<file path="config.mk">
export PLATFORM = sky130hd
export DESIGN_NAME = srpt_scheduler_core
export DESIGN_NICKNAME = d
export VERILOG_FILES = /design/src/rtl/srpt_pkg.sv /design/src/rtl/srpt_table.sv /design/src/rtl/srpt_scheduler_core.sv
export SDC_FILE = /design/constraint.sdc
export NUM_CORES = 1
export LEC_CHECK = 0
export BUFFER_PORTS_ARGS = -buffer_cell sky130_fd_sc_hd__buf_4
export CAP_MARGIN = 10
export CELL_PAD_IN_SITES_DETAIL_PLACEMENT = 1
export CELL_PAD_IN_SITES_GLOBAL_PLACEMENT = 1
export CORE_MARGIN = 1.5
export CORE_UTILIZATION = 58
export CTS_CLUSTER_DIAMETER = 200
export DETAILED_ROUTE_END_ITERATION = 8
export PLACE_DENSITY = 0.8
export SETUP_SLACK_MARGIN = 0.5
export SKIP_CTS_REPAIR_TIMING = 1
export SYNTH_ARGS = -nofsm -noshare
export SYNTH_HDL_FRONTEND = slang
export SYNTH_SLANG_ARGS = --single-unit
export TNS_END_PERCENT = 10
</file>
<file path="constraint.sdc">
create_clock -name clk_i -period 18.9 [get_ports clk_i]
set_clock_uncertainty 0.05 [all_clocks]
set_input_delay 1.89 -clock clk_i [delete_from_list [all_inputs] [get_ports clk_i]]
set_output_delay 1.89 -clock clk_i [all_outputs]
set_load 0.02 [all_outputs]
</file>
<file path="src/rtl/srpt_pkg.sv">
// ----------------------------------------------------------------------------
// SRPT scheduler package
// Shared widths, the job slot record and the table control bundle.
// ----------------------------------------------------------------------------
package srpt_pkg;

  localparam int unsigned IdW          = 8;
  localparam int unsigned LenW         = 16;
  localparam int unsigned WaitW        = 16;
  localparam int unsigned DefaultDepth = 16;

  typedef struct packed {
    logic [IdW-1:0]   id;
    logic [LenW-1:0]  rem;
    logic [WaitW-1:0] wait_cnt;
  } slot_t;

  // bank: 0 reads bank 0 and writes bank 1, 1 the other way round
  typedef struct packed {
    logic bank;
    logic wr_en;
  } tbl_ctrl_t;

  function automatic logic [WaitW-1:0] sat_inc(input logic [WaitW-1:0] v);
    return (&v) ? v : v + WaitW'(1);
  endfunction

endpackage

</file>
<file path="src/rtl/srpt_table.sv">
// ----------------------------------------------------------------------------
// SRPT job table
// Two ping-pong slot banks: one is read in order while the updated table is
// written into the other. One read and one write address per cycle.
// ----------------------------------------------------------------------------
module srpt_table
  import srpt_pkg::*;
#(
  parameter int unsigned TableDepth = DefaultDepth,
  localparam int unsigned IdxW = (TableDepth > 1) ? $clog2(TableDepth) : 1
) (
  input  logic            clk_i,
  input  tbl_ctrl_t       ctrl_i,
  input  logic [IdxW-1:0] rd_addr_i,
  input  logic [IdxW-1:0] wr_addr_i,
  input  slot_t           wr_data_i,
  output slot_t           rd_data_o
);

  slot_t bank0_q [TableDepth];
  slot_t bank1_q [TableDepth];
  slot_t rd0_q;
  slot_t rd1_q;

  always_ff @(posedge clk_i) begin
    rd0_q <= bank0_q[rd_addr_i];
    rd1_q <= bank1_q[rd_addr_i];
    if (ctrl_i.wr_en) begin
      if (ctrl_i.bank) begin
        bank0_q[wr_addr_i] <= wr_data_i;
      end else begin
        bank1_q[wr_addr_i] <= wr_data_i;
      end
    end
  end

  assign rd_data_o = ctrl_i.bank ? rd1_q : rd0_q;

endmodule

</file>
<file path="src/rtl/srpt_scheduler_core.sv">
// ----------------------------------------------------------------------------
// SRPT scheduler core
// Shortest-remaining-time job table, one scheduler tick per input item.
//
// Input channel (s_axis): one item per tick, carrying an optional arriving
// job (arrival_valid, job_id, job_len). Output channel (m_axis): one item per
// tick with the running job, a finished job with its wait count, the number
// of jobs left in the table and a drop flag for an arrival into a full table.
// A tick walks the table once: each cycle one stored slot or the arrival is
// merged into the updated table in the other bank. The walk covers the jobs
// held before the tick and the arrival when it is stored; a finishing state
// then puts the result into the output register.
// The walk is set by the single table read port.
// s_axis_tready_o is low while a tick is being walked; the next item is
// accepted as soon as the result sits in the output register, even if the
// receiver has not taken it. A stalled receiver holds the result and stops
// the following tick from completing.
// Reset empties the table; slot contents are not cleared and need not be.
// ----------------------------------------------------------------------------
module srpt_scheduler_core
  import srpt_pkg::*;
#(
  parameter int unsigned TableDepth = DefaultDepth,
  localparam int unsigned CntW      = $clog2(TableDepth + 1),
  localparam int unsigned InFieldsW = 1 + IdW + LenW,
  localparam int unsigned InW       = ((InFieldsW + 7) / 8) * 8,
  localparam int unsigned OutFieldsW = 1 + IdW + 1 + IdW + WaitW + CntW + 1,
  localparam int unsigned OutW      = ((OutFieldsW + 7) / 8) * 8
) (
  input  logic            clk_i,
  input  logic            rst_ni,
  input  logic            s_axis_tvalid_i,
  output logic            s_axis_tready_o,
  // arrival_valid, job_id, job_len
  input  logic [InW-1:0]  s_axis_tdata_i,
  output logic            m_axis_tvalid_o,
  input  logic            m_axis_tready_i,
  // running_valid, running_id, done_valid, done_id, done_wait,
  // queued_count, arrival_dropped
  output logic [OutW-1:0] m_axis_tdata_o
);

  localparam int unsigned IdxW = (TableDepth > 1) ? $clog2(TableDepth) : 1;

  localparam logic [1:0] StIdle = 2'd0;
  localparam logic [1:0] StWalk = 2'd1;
  localparam logic [1:0] StFin  = 2'd2;

  logic [1:0]      state_q, state_d;
  logic            bank_q, bank_d;
  logic [CntW-1:0] count_q, count_d;
  logic            pend_q, pend_d;
  logic            head_q, head_d;
  logic            out_valid_q, out_valid_d;

  logic [CntW-1:0]  rd_ptr_q, rd_ptr_d;
  logic [CntW-1:0]  wr_ptr_q, wr_ptr_d;
  logic [IdW-1:0]   arr_id_q, arr_id_d;
  logic [LenW-1:0]  arr_len_q, arr_len_d;
  logic             run_v_q, run_v_d;
  logic [IdW-1:0]   run_id_q, run_id_d;
  logic             done_v_q, done_v_d;
  logic [IdW-1:0]   done_id_q, done_id_d;
  logic [WaitW-1:0] done_wait_q, done_wait_d;
  logic             drop_q, drop_d;
  logic [OutW-1:0]  out_data_q, out_data_d;

  logic            in_arrive;
  logic [IdW-1:0]  in_id;
  logic [LenW-1:0] in_len;
  logic            in_real;
  logic            has_room;

  slot_t           rd_slot;
  slot_t           elem;
  slot_t           wr_slot;
  logic            wr_en;
  logic            take_arr;
  logic            walk_end;
  logic [LenW-1:0] rem_dec;
  tbl_ctrl_t       tbl_ctrl;

  assign in_arrive = s_axis_tdata_i[0];
  assign in_id     = s_axis_tdata_i[IdW:1];
  assign in_len    = s_axis_tdata_i[IdW+LenW:IdW+1];
  assign in_real   = in_arrive && (in_len != '0);
  assign has_room  = count_q < CntW'(TableDepth);

  assign walk_end = !pend_q && (rd_ptr_q == count_q);
  assign take_arr = pend_q && ((rd_ptr_q == count_q) ||
                    (head_q ? (arr_len_q < rd_slot.rem) : (arr_len_q <= rd_slot.rem)));
  assign elem     = take_arr ? slot_t'{id: arr_id_q, rem: arr_len_q, wait_cnt: '0} : rd_slot;
  assign rem_dec  = elem.rem - LenW'(1);

  always_comb begin
    state_d     = state_q;
    bank_d      = bank_q;
    count_d     = count_q;
    pend_d      = pend_q;
    head_d      = head_q;
    out_valid_d = out_valid_q;
    rd_ptr_d    = rd_ptr_q;
    wr_ptr_d    = wr_ptr_q;
    arr_id_d    = arr_id_q;
    arr_len_d   = arr_len_q;
    run_v_d     = run_v_q;
    run_id_d    = run_id_q;
    done_v_d    = done_v_q;
    done_id_d   = done_id_q;
    done_wait_d = done_wait_q;
    drop_d      = drop_q;
    out_data_d  = out_data_q;
    wr_en       = 1'b0;
    wr_slot     = elem;

    if (out_valid_q && m_axis_tready_i) begin
      out_valid_d = 1'b0;
    end

    case (state_q)
      StIdle: begin
        if (s_axis_tvalid_i) begin
          pend_d      = in_real && has_room;
          drop_d      = in_real && !has_room;
          arr_id_d    = in_id;
          arr_len_d   = in_len;
          rd_ptr_d    = '0;
          wr_ptr_d    = '0;
          head_d      = 1'b1;
          run_v_d     = 1'b0;
          run_id_d    = '0;
          done_v_d    = 1'b0;
          done_id_d   = '0;
          done_wait_d = '0;
          state_d     = StWalk;
        end
      end
      StWalk: begin
        if (walk_end) begin
          state_d = StFin;
        end else begin
          if (take_arr) begin
            pend_d = 1'b0;
          end else begin
            rd_ptr_d = rd_ptr_q + CntW'(1);
          end
          if (head_q) begin
            head_d   = 1'b0;
            run_v_d  = 1'b1;
            run_id_d = elem.id;
            if (rem_dec == '0) begin
              done_v_d    = 1'b1;
              done_id_d   = elem.id;
              done_wait_d = elem.wait_cnt;
            end else begin
              wr_en    = 1'b1;
              wr_slot  = '{id: elem.id, rem: rem_dec, wait_cnt: elem.wait_cnt};
              wr_ptr_d = wr_ptr_q + CntW'(1);
            end
          end else begin
            wr_en    = 1'b1;
            wr_slot  = '{id: elem.id, rem: elem.rem, wait_cnt: sat_inc(elem.wait_cnt)};
            wr_ptr_d = wr_ptr_q + CntW'(1);
          end
        end
      end
      StFin: begin
        if (!out_valid_q || m_axis_tready_i) begin
          out_valid_d = 1'b1;
          out_data_d  = OutW'({drop_q, wr_ptr_q, done_wait_q, done_id_q, done_v_q,
                               run_id_q, run_v_q});
          count_d     = wr_ptr_q;
          bank_d      = ~bank_q;
          state_d     = StIdle;
        end
      end
      default: begin
        state_d = StIdle;
      end
    endcase
  end

  assign tbl_ctrl = '{bank: bank_q, wr_en: wr_en};

  srpt_table #(
    .TableDepth(TableDepth)
  ) u_table (
    .clk_i    (clk_i),
    .ctrl_i   (tbl_ctrl),
    .rd_addr_i(rd_ptr_d[IdxW-1:0]),
    .wr_addr_i(wr_ptr_q[IdxW-1:0]),
    .wr_data_i(wr_slot),
    .rd_data_o(rd_slot)
  );

  always_ff @(posedge clk_i or negedge rst_ni) begin
    if (!rst_ni) begin
      state_q     <= StIdle;
      bank_q      <= 1'b0;
      count_q     <= '0;
      pend_q      <= 1'b0;
      head_q      <= 1'b0;
      out_valid_q <= 1'b0;
    end else begin
      state_q     <= state_d;
      bank_q      <= bank_d;
      count_q     <= count_d;
      pend_q      <= pend_d;
      head_q      <= head_d;
      out_valid_q <= out_valid_d;
    end
  end

  always_ff @(posedge clk_i) begin
    rd_ptr_q    <= rd_ptr_d;
    wr_ptr_q    <= wr_ptr_d;
    arr_id_q    <= arr_id_d;
    arr_len_q   <= arr_len_d;
    run_v_q     <= run_v_d;
    run_id_q    <= run_id_d;
    done_v_q    <= done_v_d;
    done_id_q   <= done_id_d;
    done_wait_q <= done_wait_d;
    drop_q      <= drop_d;
    out_data_q  <= out_data_d;
  end

  assign s_axis_tready_o = (state_q == StIdle);
  assign m_axis_tvalid_o = out_valid_q;
  assign m_axis_tdata_o  = out_data_q;

endmodule
</file>
---- Yosys cells after proc, flatten, opt, wreduce, memory -nomap -nowiden ----
Memory sizes are Yosys's and may differ from the RTL's. A register that Yosys moved wholly into a read port is not among the register bits.
Cells that the tools add are included.
Widths: inputs -> output; s select.
cells by class
  add/sub/neg operators ................... 4
  order comparisons ....................... 3
  equal/unequal tests ..................... 12
  mux-type cells .......................... 62
  bitwise logic cells ..................... 1
  reductions and logical operators ........ 25
operators by type and width
  operator               count
  $mux 32                4
  $mux 16                5
  $mux 40                2
  $mux 8                 6
  $mux 5                 7
  $pmux 16 s2            1
  $pmux 8 s2             2
  $mux 1                 25
  $pmux 5 s2             2
  $add 16x1->16 const B  1
  $le 16x16->1           1
  $logic_not 16->1       1
  $lt 16x16->1           1
  $ne 2x2->1 const B     8
  $reduce_and 16->1      1
  $reduce_and 4->1       4
  $reduce_bool 16->1     1
  $sub 16x1->16 const B  1
  $add 5x1->5 const B    2
  $pmux 1 s2             4
  $logic_and 1x1->1      6
  $mux 2                 3
  $pmux 2 s3             1
  $reduce_and 3->1       2
  other kinds (12)       16
word-level totals
  flip-flop bits (word level) ............. 120
  RAM bits ................................ 1280
  bits of input ports ..................... 36
  word-level logic and storage cells ...... 127
  memories kept ........................... 2
memories
  memory           depth  bits a word  rd ports  clocked after memory_dff  write ports  RTL line          source
  u_table.bank0_q  16     40           1         1                         1            srpt_table.sv:20  slot_t bank0_q [TableDepth];
  u_table.bank1_q  16     40           1         1                         1            srpt_table.sv:21  slot_t bank1_q [TableDepth];

---- Longest topological paths before layout ----
Gate-level depths: netlist (run 1).
  depth after elaboration ................. 14
  mapped depth ............................ 30
  depth with buffers taken out ............ 20

---- By module ----
A second synthesis (run 1) with hierarchy kept.
second synthesis, totals
  cells, all modules ...................... 2676
  area, all modules ....................... 56311.5 µm²
by module, submodules not included
  module               instances  cells each  area each (µm²)  sequential area each (µm²)
  srpt_table           1          2127        49995.4          40038.4
  srpt_scheduler_core  1          549         6316.1           3508.4

---- Least setup slack after synthesis (run 1) ----
Ideal clock, no wire load.
  kind .................................... reg-to-reg
  from .................................... register bank_q
  to ...................................... memory u_table.bank1_q[9][0] (netlist name), enable pin
  arrival time ............................ 9682 ps
  slack ................................... 8681 ps
  cell stages (with the launch flop) ...... 31
  cell sequence ........................... dfrtp_1 > buf_2 > buf_6 > buf_4 > buf_2 > buf_1 > buf_1 > mux2i_1 > ha_1 > a41o_1 > a21oi_1 > nor3_1 > nor4_4 > clkbuf_1 > or2_2 > clkbuf_1 > clkbuf_1 > nor2_1 > a21oi_1 > ha_1 > clkbuf_1 > or3b_2 > or3_1 > a21oi_1 > nor3_1 > o22a_1 > o221a_2 > nand2_1 > nand2_1 > buf_4 > nor3_1
between the ends
  longest elaborated chain between the ends .. 14
  elaborated cells between the ends (all ways) .. 16
  classes of those cells .................. add/sub: 1; order compare: 2; mux: 10; reduce/logical: 3
ends and longest elaborated chain
  item                                          RTL line                    source
  start: declaration                            srpt_scheduler_core.sv:50   logic bank_q, bank_d;
  start signal: assignment                      srpt_scheduler_core.sv:206  bank_q <= bank_d;
  $mux 40                                       srpt_table.sv:37            assign rd_data_o = ctrl_i.bank ? rd1_q : rd0_q;
  $le 16x16->1 or $lt 16x16->1 (tied branches)  srpt_scheduler_core.sv:91   (head_q ? (arr_len_q < rd_slot.rem) : (arr_len_q <= rd_slot.rem)));
  $mux 1                                        srpt_scheduler_core.sv:91
  $logic_or 1x1->1                              srpt_scheduler_core.sv:90   assign take_arr = pend_q && ((rd_ptr_q == count_q) ||
  $logic_and 1x1->1                             srpt_scheduler_core.sv:90
  $mux 40                                       srpt_scheduler_core.sv:92   assign elem = take_arr ? slot_t'{id: arr_id_q, rem: arr_len_q, wait_cnt: '0} : rd_slot;
  $sub 16x1->16                                 srpt_scheduler_core.sv:93   assign rem_dec = elem.rem - LenW'(1);
  $logic_not 16->1                              srpt_scheduler_core.sv:151  if (rem_dec == '0) begin
  $mux 1                                        srpt_scheduler_core.sv:151
  $mux 1                                        srpt_scheduler_core.sv:147  if (head_q) begin
  $mux 1                                        srpt_scheduler_core.sv:139  if (walk_end) begin
  $mux 1                                        srpt_scheduler_core.sv:120  case (state_q)
  $mux 1 *                                      srpt_table.sv:28            if (ctrl_i.wr_en) begin
  $mux 1 (not written as such) *                srpt_table.sv:32            bank1_q[wr_addr_i] <= wr_data_i;
  end: declaration                              srpt_table.sv:21
Every way passes the cells marked *; elsewhere a longest branch is shown, timed or not.

---- Worst setup path in the final report (run 1) ----
  from .................................... register bank_q
  to ...................................... memory u_table.bank1_q[13][39] (netlist name), enable pin
Same word-level chain as after synthesis.

==> results of run 1 <==
## flip-flops by register name (all words and copies together), names as in the netlist
signal / cells
arr_id_q: 8
run_id_q: 8
run_v_q: 1
wr_ptr_q: 5
u_table.rd1_q: 40
bank_q: 1
head_q: 1
rd_ptr_q: 5
state_q: 2
done_id_q: 8
arr_len_q: 16
drop_q: 1
u_table.bank0_q: 640
pend_q: 1
u_table.rd0_q: 40
m_axis_tdata_o: 40
done_wait_q: 16
count_q: 5
m_axis_tvalid_o: 1
u_table.bank1_q: 640
done_v_q: 1
## layer usage
metal,wire (um),GRT usage (%)
met4,6880,13.5
met2,88500,55.1
met5,46,0
met3,16700,6.50
met1,70900,46.3
## cells by family (layout without fill, tap and decap cells)
family / after synthesis / count (layout)
DFF: 1480 / 1480
AOI/OAI and AO/OA: 740 / 740
and+or+nand+nor: 701 / 701
muxes: 375 / 375
buffers and inverters: 329 / 477
xor gates and xnor gates: 47 / 47
adders and majority gates: 24 / 24
other: 0 / 2
## synth_stat cells (24+ instances only)
| master | count | area (um2) |
|---|---|---|
| edfxtp_1 | 1385 | 41600 |
| ha_1 | 24 | 300 |
| mux2i_1 | 363 | 3630 |
| clkbuf_1 | 220 | 826 |
| and4_1 | 319 | 2790 |
| xnor2_1 | 25 | 219 |
| dfxtp_1 | 84 | 1680 |
| buf_2 | 42 | 210 |
| a211o_1 | 321 | 2810 |
| nor2_1 | 80 | 300 |
| nor3_1 | 45 | 225 |
| a211oi_1 | 320 | 2400 |
| nand2_1 | 56 | 210 |
| nand4_1 | 88 | 551 |
## worst max-delay path: cells and delay by family (launching register included)
family / cells / cell delay, ps
AND/OR/NAND/NOR: 10 / 4200
multiplexers: 1 / 400
flip-flops: 1 / 880
buffers and inverters: 3 / 1400
AO/OA/AOI/OAI: 6 / 1930
adder cells (fa/ha/maj): 2 / 840
## area by class of cell
type | instances | area (um2)
diodes | 2 | 5.00
clock buffers | 195 | 4130
fillers | 8819 | 36100
clock inverters | 82 | 737
flip-flops and latches | 1480 | 43600
repair buffers | 184 | 1520
inverters | 16 | 60.1
multi-input cells | 1887 | 15700
well taps | 1380 | 1730
## how the worst min path moves through the flow
| stage | to | slack (ps) | cells past startpoint |
|---|---|---|---|
| 5_1_grt | m_axis_tdata_o[7] | 370 | 0 |
| 3_5_place_dp | m_axis_tdata_o[21] | 360 | 0 |
| 2_1_floorplan | m_axis_tdata_o[0] | 350 | 0 |
| 4_1_cts | m_axis_tdata_o[7] | 370 | 0 |
| 3_3_place_gp | m_axis_tdata_o[8] | 350 | 0 |
| 6_report | m_axis_tdata_o[7] | 370 | 0 |
## through the flow
stage               utilization [%]  hold slack (ps)
floorplan                         -              350
global placement               60.3              354
detailed placement             60.3              355
CTS                            65.0              370
global route                   65.1              372
finish                         65.1              368
==> summary.md, run 1 <==
| Metric | Value |
|---|---|
| Outcome | finished, final reports clean |
| Slack of the critical path | 8690 ps |
| Main synth FF type | edfxtp_1 |
| Asr flop ratio synth | 0.743% |
| Post-Synth Adder-Cell Area | 0.496% |
| R2R cell count | 22 |
| Clock slew at reported path FFs | 60 ps |
| RePlAce Congestion | 0.904 |
| Multiplexer area fraction after synthesis | 6.22% |
| DRT Wirelength | 183,000 um |
| Via count | 37,300 |
| First-pass GRT wire length | 266,000 um |
| Flops & latches, synth | 1,480 |
| Initial antenna violation count | 6 |
| Cells along the critical path | buf_4, mux2_2, inv_1, ha_1, nand4_1, or3_1, or3_4, a21oi_2, or2_4, nand2_1, o21ai_0, ha_1, or3b_2, or3_1, a21oi_1, nor3_1, o22a_1, o221a_2, a21oi_1, nand3_1, nor2_4, buf_4 |
| Post-Synth Simple-Gate Area | 8.08% |
| Setup total negative slack | 0 ps |
| Final setup violation count | 0 |
| Mapped Cells | 3,696 |
| Nets | 3,778 |
| CP endpoint | u_table.bank1_q[13][39] |
| Arrival time at the worst endpoint | 10,540 ps |
| Clk Latency, worst-skew pair | 770 ps |
| Largest family of logic cells by synthesized area | compound AO/OA/AOI/OAI gates |
| Num ports | 78 |
| Post-layout instance area | 67,400 um2 |
| Die Y | 326 um |
| # clock sinks | 1,480 |
| Worst slew margin | 14.3% |
| Commonest non-fill, non-tap cell in the layout | edfxtp_1 |
| CP Max Fanout | 42 |
| Die area | 106,000 um2 |
| Commonest cells after routing, fill and taps aside | edfxtp_1, mux2i_1, a211o_1, a211oi_1, and4_1 |
| Cts bufs inserted | 149 |
| Unique masters post-synth | 74 |
| Final min period | 10,210 ps |
| Synth Area in Compound Gates | 9.71% |
| CTS tree | built |
| Mapped Area | 60,600 um2 |
| Register area share after synthesis | 71.9% |
| Maximum root-to-sink buffer count | 3 |
| DRC Markers | 0 |
| Hold Startpoint | run_id_q[6] |
| Final Non-Filler Cells | 5,226 |
| Congestion Overflow GR | 0 |
| Avg Cell Area, Syn | 16.4 um2 |
| CTS Root Cell | clkbuf_16 |
| Actual slew at the worst max-slew pin | 1290 ps |
| RSZ-0062 raised after global routing | false |
| Mean routed wirelength per cell | 35.0 um |
| Fin. Hold Viols | 0 |
| Htree depth | 4 |
| Vias per cell | 7.14 |
| Final Max Tran Viols | 0 |
| DP Cell Count | 4,940 |
| Vias in the first global route | 38,600 |
| Layout cell share with drive strength beyond 1 | 13.0% |
| Pre-CTS WS | 9080 ps |
| Final worst path period share | 54.0% |
| CP max-delay cell | nor2_4 |
| Port Buffers | 70 |
| Total GRT Usage | 34.2% |
| HPWL after DPL | 94,600 um |
| Max stage delay on crit path | 1080 ps |
| Initial Utilization | 58.5% |
| CP required | 19,230 ps |
| DRT iter0 DRCs | 4,951 |
| Number of synthesized flops with an enable pin | 1,385 |
| F_max | 0.0980 GHz |
| Crit end category | flip-flop |
| Net Count, Synth | 3,756 |
| Placed cell areas | 62,400 um2 |
| Critical path type | flip-flop to flip-flop |
| Startpoint Class | flip-flop |
| Die width | 326 um |
| First-pass detailed-route iteration total | 8 |
| R2r setup slk | 8690 ps |
| Crit path from | bank_q |
| RR Endpoint | u_table.bank1_q[13][39] |
| Core area | 103,000 um2 |
| HP Class | flip-flop to flip-flop |
| Max Cap Viol | 0 |
| Site Rows | 118 |
| Ys Warns | 0 |
| Area grow syn2layout | 11.3% |
| RR Startpoint | bank_q |
| Post-synthesis xor/xnor area fraction | 0.679% |
| Largest net degree at the start of global routing | 230 |
| Final ANT Viol Nets | 0 |
Power of run 1 is not shown: default switching activity piles up to over one toggle a cycle in this logic, so the estimate is an artifact.
==> run 2, diff against run 1 <==
--- a/config.mk
+++ b/config.mk
@@ -10,10 +10,10 @@
 export CELL_PAD_IN_SITES_DETAIL_PLACEMENT = 1
 export CELL_PAD_IN_SITES_GLOBAL_PLACEMENT = 1
 export CORE_MARGIN = 1.5
-export CORE_UTILIZATION = 58
+export CORE_UTILIZATION = 54
 export CTS_CLUSTER_DIAMETER = 200
 export DETAILED_ROUTE_END_ITERATION = 8
-export PLACE_DENSITY = 0.8
+export PLACE_DENSITY = 0.75
 export SETUP_SLACK_MARGIN = 0.5
 export SKIP_CTS_REPAIR_TIMING = 1
 export SYNTH_ARGS = -nofsm -noshare
==> constraint.sdc (replaced) <==
create_clock -name clk_i -period 9.8 [get_ports clk_i]
set_clock_uncertainty 0.05 [all_clocks]
set_input_delay 0.98 -clock clk_i [delete_from_list [all_inputs] [get_ports clk_i]]
set_output_delay 0.98 -clock clk_i [all_outputs]
set_load 0.02 [all_outputs]
==> summary.md, run 2 (synthesis results as in run 1) <==
| Metric | Value |
|---|---|
| Die area | 114,000 um2 |
| Fin. Hold Viols | 0 |
| Actual slew at the worst max-slew pin | 1490 ps |
| R2R cell count | 21 |
| Pre-CTS WS | 1020 ps |
| Final worst path period share | 90.7% |
| Commonest cells after routing, fill and taps aside | edfxtp_1, mux2i_1, a211o_1, a211oi_1, and4_1 |
| Vias in the first global route | 37,700 |
| Uppermost layer routed | met5 |
| Initial antenna violation count | 8 |
| Worst slew margin | 0.637% |
| Htree depth | 4 |
| Met2 wire length | 85,700 um |
| Die width | 338 um |
| Hold depth | 1 |
| Total GRT Usage | 30.8% |
| Congestion Overflow GR | 0 |
| Slack of the critical path | 908 ps |
| Initial Utilization | 54.6% |
| Final Max Tran Viols | 0 |
| Outcome | finished, final reports clean |
| Post-Route M1 WL | 72,000 um |
| Critical path type | flip-flop to flip-flop |
| Maximum root-to-sink buffer count | 3 |
| Startpoint Class | flip-flop |
| Clock slew at reported path FFs | 70 ps |
| Final ANT Viol Nets | 0 |
| CP Max Fanout | 41 |
| HPWL after DPL | 96,100 um |
| Num ports | 78 |
| Area grow syn2layout | 11.8% |
| Crit end category | flip-flop |
| RSZ-0062 raised after global routing | false |
| DRC Markers | 0 |
| Largest net degree at the start of global routing | 225 |
| F_max | 0.112 GHz |
| HP Class | primary input to flip-flop |
| Die Y | 338 um |
| Metal3 WL | 13,200 um |
| First-pass detailed-route iteration total | 5 |
| Top flop regs | u_table.bank0_q (640), u_table.bank1_q (640) |
| Commonest non-fill, non-tap cell in the layout | edfxtp_1 |
| DP Cell Count | 5,063 |
| Site Rows | 122 |
| Final Non-Filler Cells | 5,358 |
| R2r setup slk | 910 ps |
| Vias per cell | 6.78 |
| Cts bufs inserted | 152 |
| RePlAce Congestion | 0.863 |
| RR Startpoint | bank_q |
| Arrival time at the worst endpoint | 9310 ps |
| Nets | 3,795 |
| Max Cap Viol | 0 |
| First-pass GRT wire length | 256,000 um |
| DRT iter0 DRCs | 3,931 |
| Port Buffers | 70 |
| CTS tree | built |
| Via count | 36,300 |
| CP endpoint | u_table.bank1_q[7][7] |
| Final setup violation count | 0 |
| CTS Root Cell | clkbuf_16 |
| CP required | 10,210 ps |
| RR Endpoint | u_table.bank1_q[7][7] |
| # clock sinks | 1,480 |
| DRT Wirelength | 176,000 um |
| Clk Latency, worst-skew pair | 780 ps |
| Core area | 111,000 um2 |
| Crit path from | bank_q |
| Final min period | 8890 ps |
| Layout cell share with drive strength beyond 1 | 13.3% |
| Mean routed wirelength per cell | 32.8 um |
-- run 2: layout make-up --
| type | instances | area [um2] |
|---|---|---|
| fill | 9712 | 43200 |
| tap | 1488 | 1860 |
| antenna | 6 | 15.0 |
| sequential | 1480 | 43600 |
| clock inverter | 83 | 767 |
| inverter | 16 | 60.1 |
| timing repair buffer | 198 | 1690 |
| multi-input combinational | 1887 | 15700 |
| clock buffer | 200 | 4130 |
-- run 2: metal layers --
layer	vias to the layer above	track usage, %
li1	15300	-
met1	19000	42.1
met4	6	9.95
met3	321	5.39
met2	1668	50.3
met5	-	0
-- run 2: how the worst min path moves through the flow --
stage / startpoint / end / slack (ps)
finish: s_axis_tdata_i[2] / arr_id_q[1] / 320
global route: s_axis_tdata_i[6] / arr_id_q[5] / 310
CTS: rst_ni / m_axis_tvalid_o / -50
detailed placement: done_wait_q[1] / m_axis_tdata_o[19] / 360
global placement: done_v_q / m_axis_tdata_o[9] / 350
floorplan: run_v_q / m_axis_tdata_o[0] / 350
-- run 2: per-stage QoR --
stage	setup TNS [ps]	hold WS (ps)	instance area, um2	util, %
5_1_grt	0	312	67700	61.0
4_1_cts	0	-46.6	67700	61.0
6_report	0	323	67800	61.1
3_5_place_dp	0	356	62800	56.6
3_3_place_gp	0	353	62800	56.6
2_1_floorplan	-242730	350	60600	-
-- run 2: critical path, cell delays in order (launching register included) --
cell	delay [ps]
dfrtp_4	850
mux2_2	450
inv_1	110
ha_1	160
nand4_1	190
or3_1	490
or3_4	420
a21oi_2	720
or2_4	270
buf_4	520
o21ai_0	450
ha_1	310
buf_4	170
o21ai_1	420
o31ai_1	190
a22o_1	230
nor4b_1	150
o221a_2	340
a21oi_1	380
nand3b_2	480
nor2_4	920
buf_12	290
Power of run 2 is left out for the same reason.
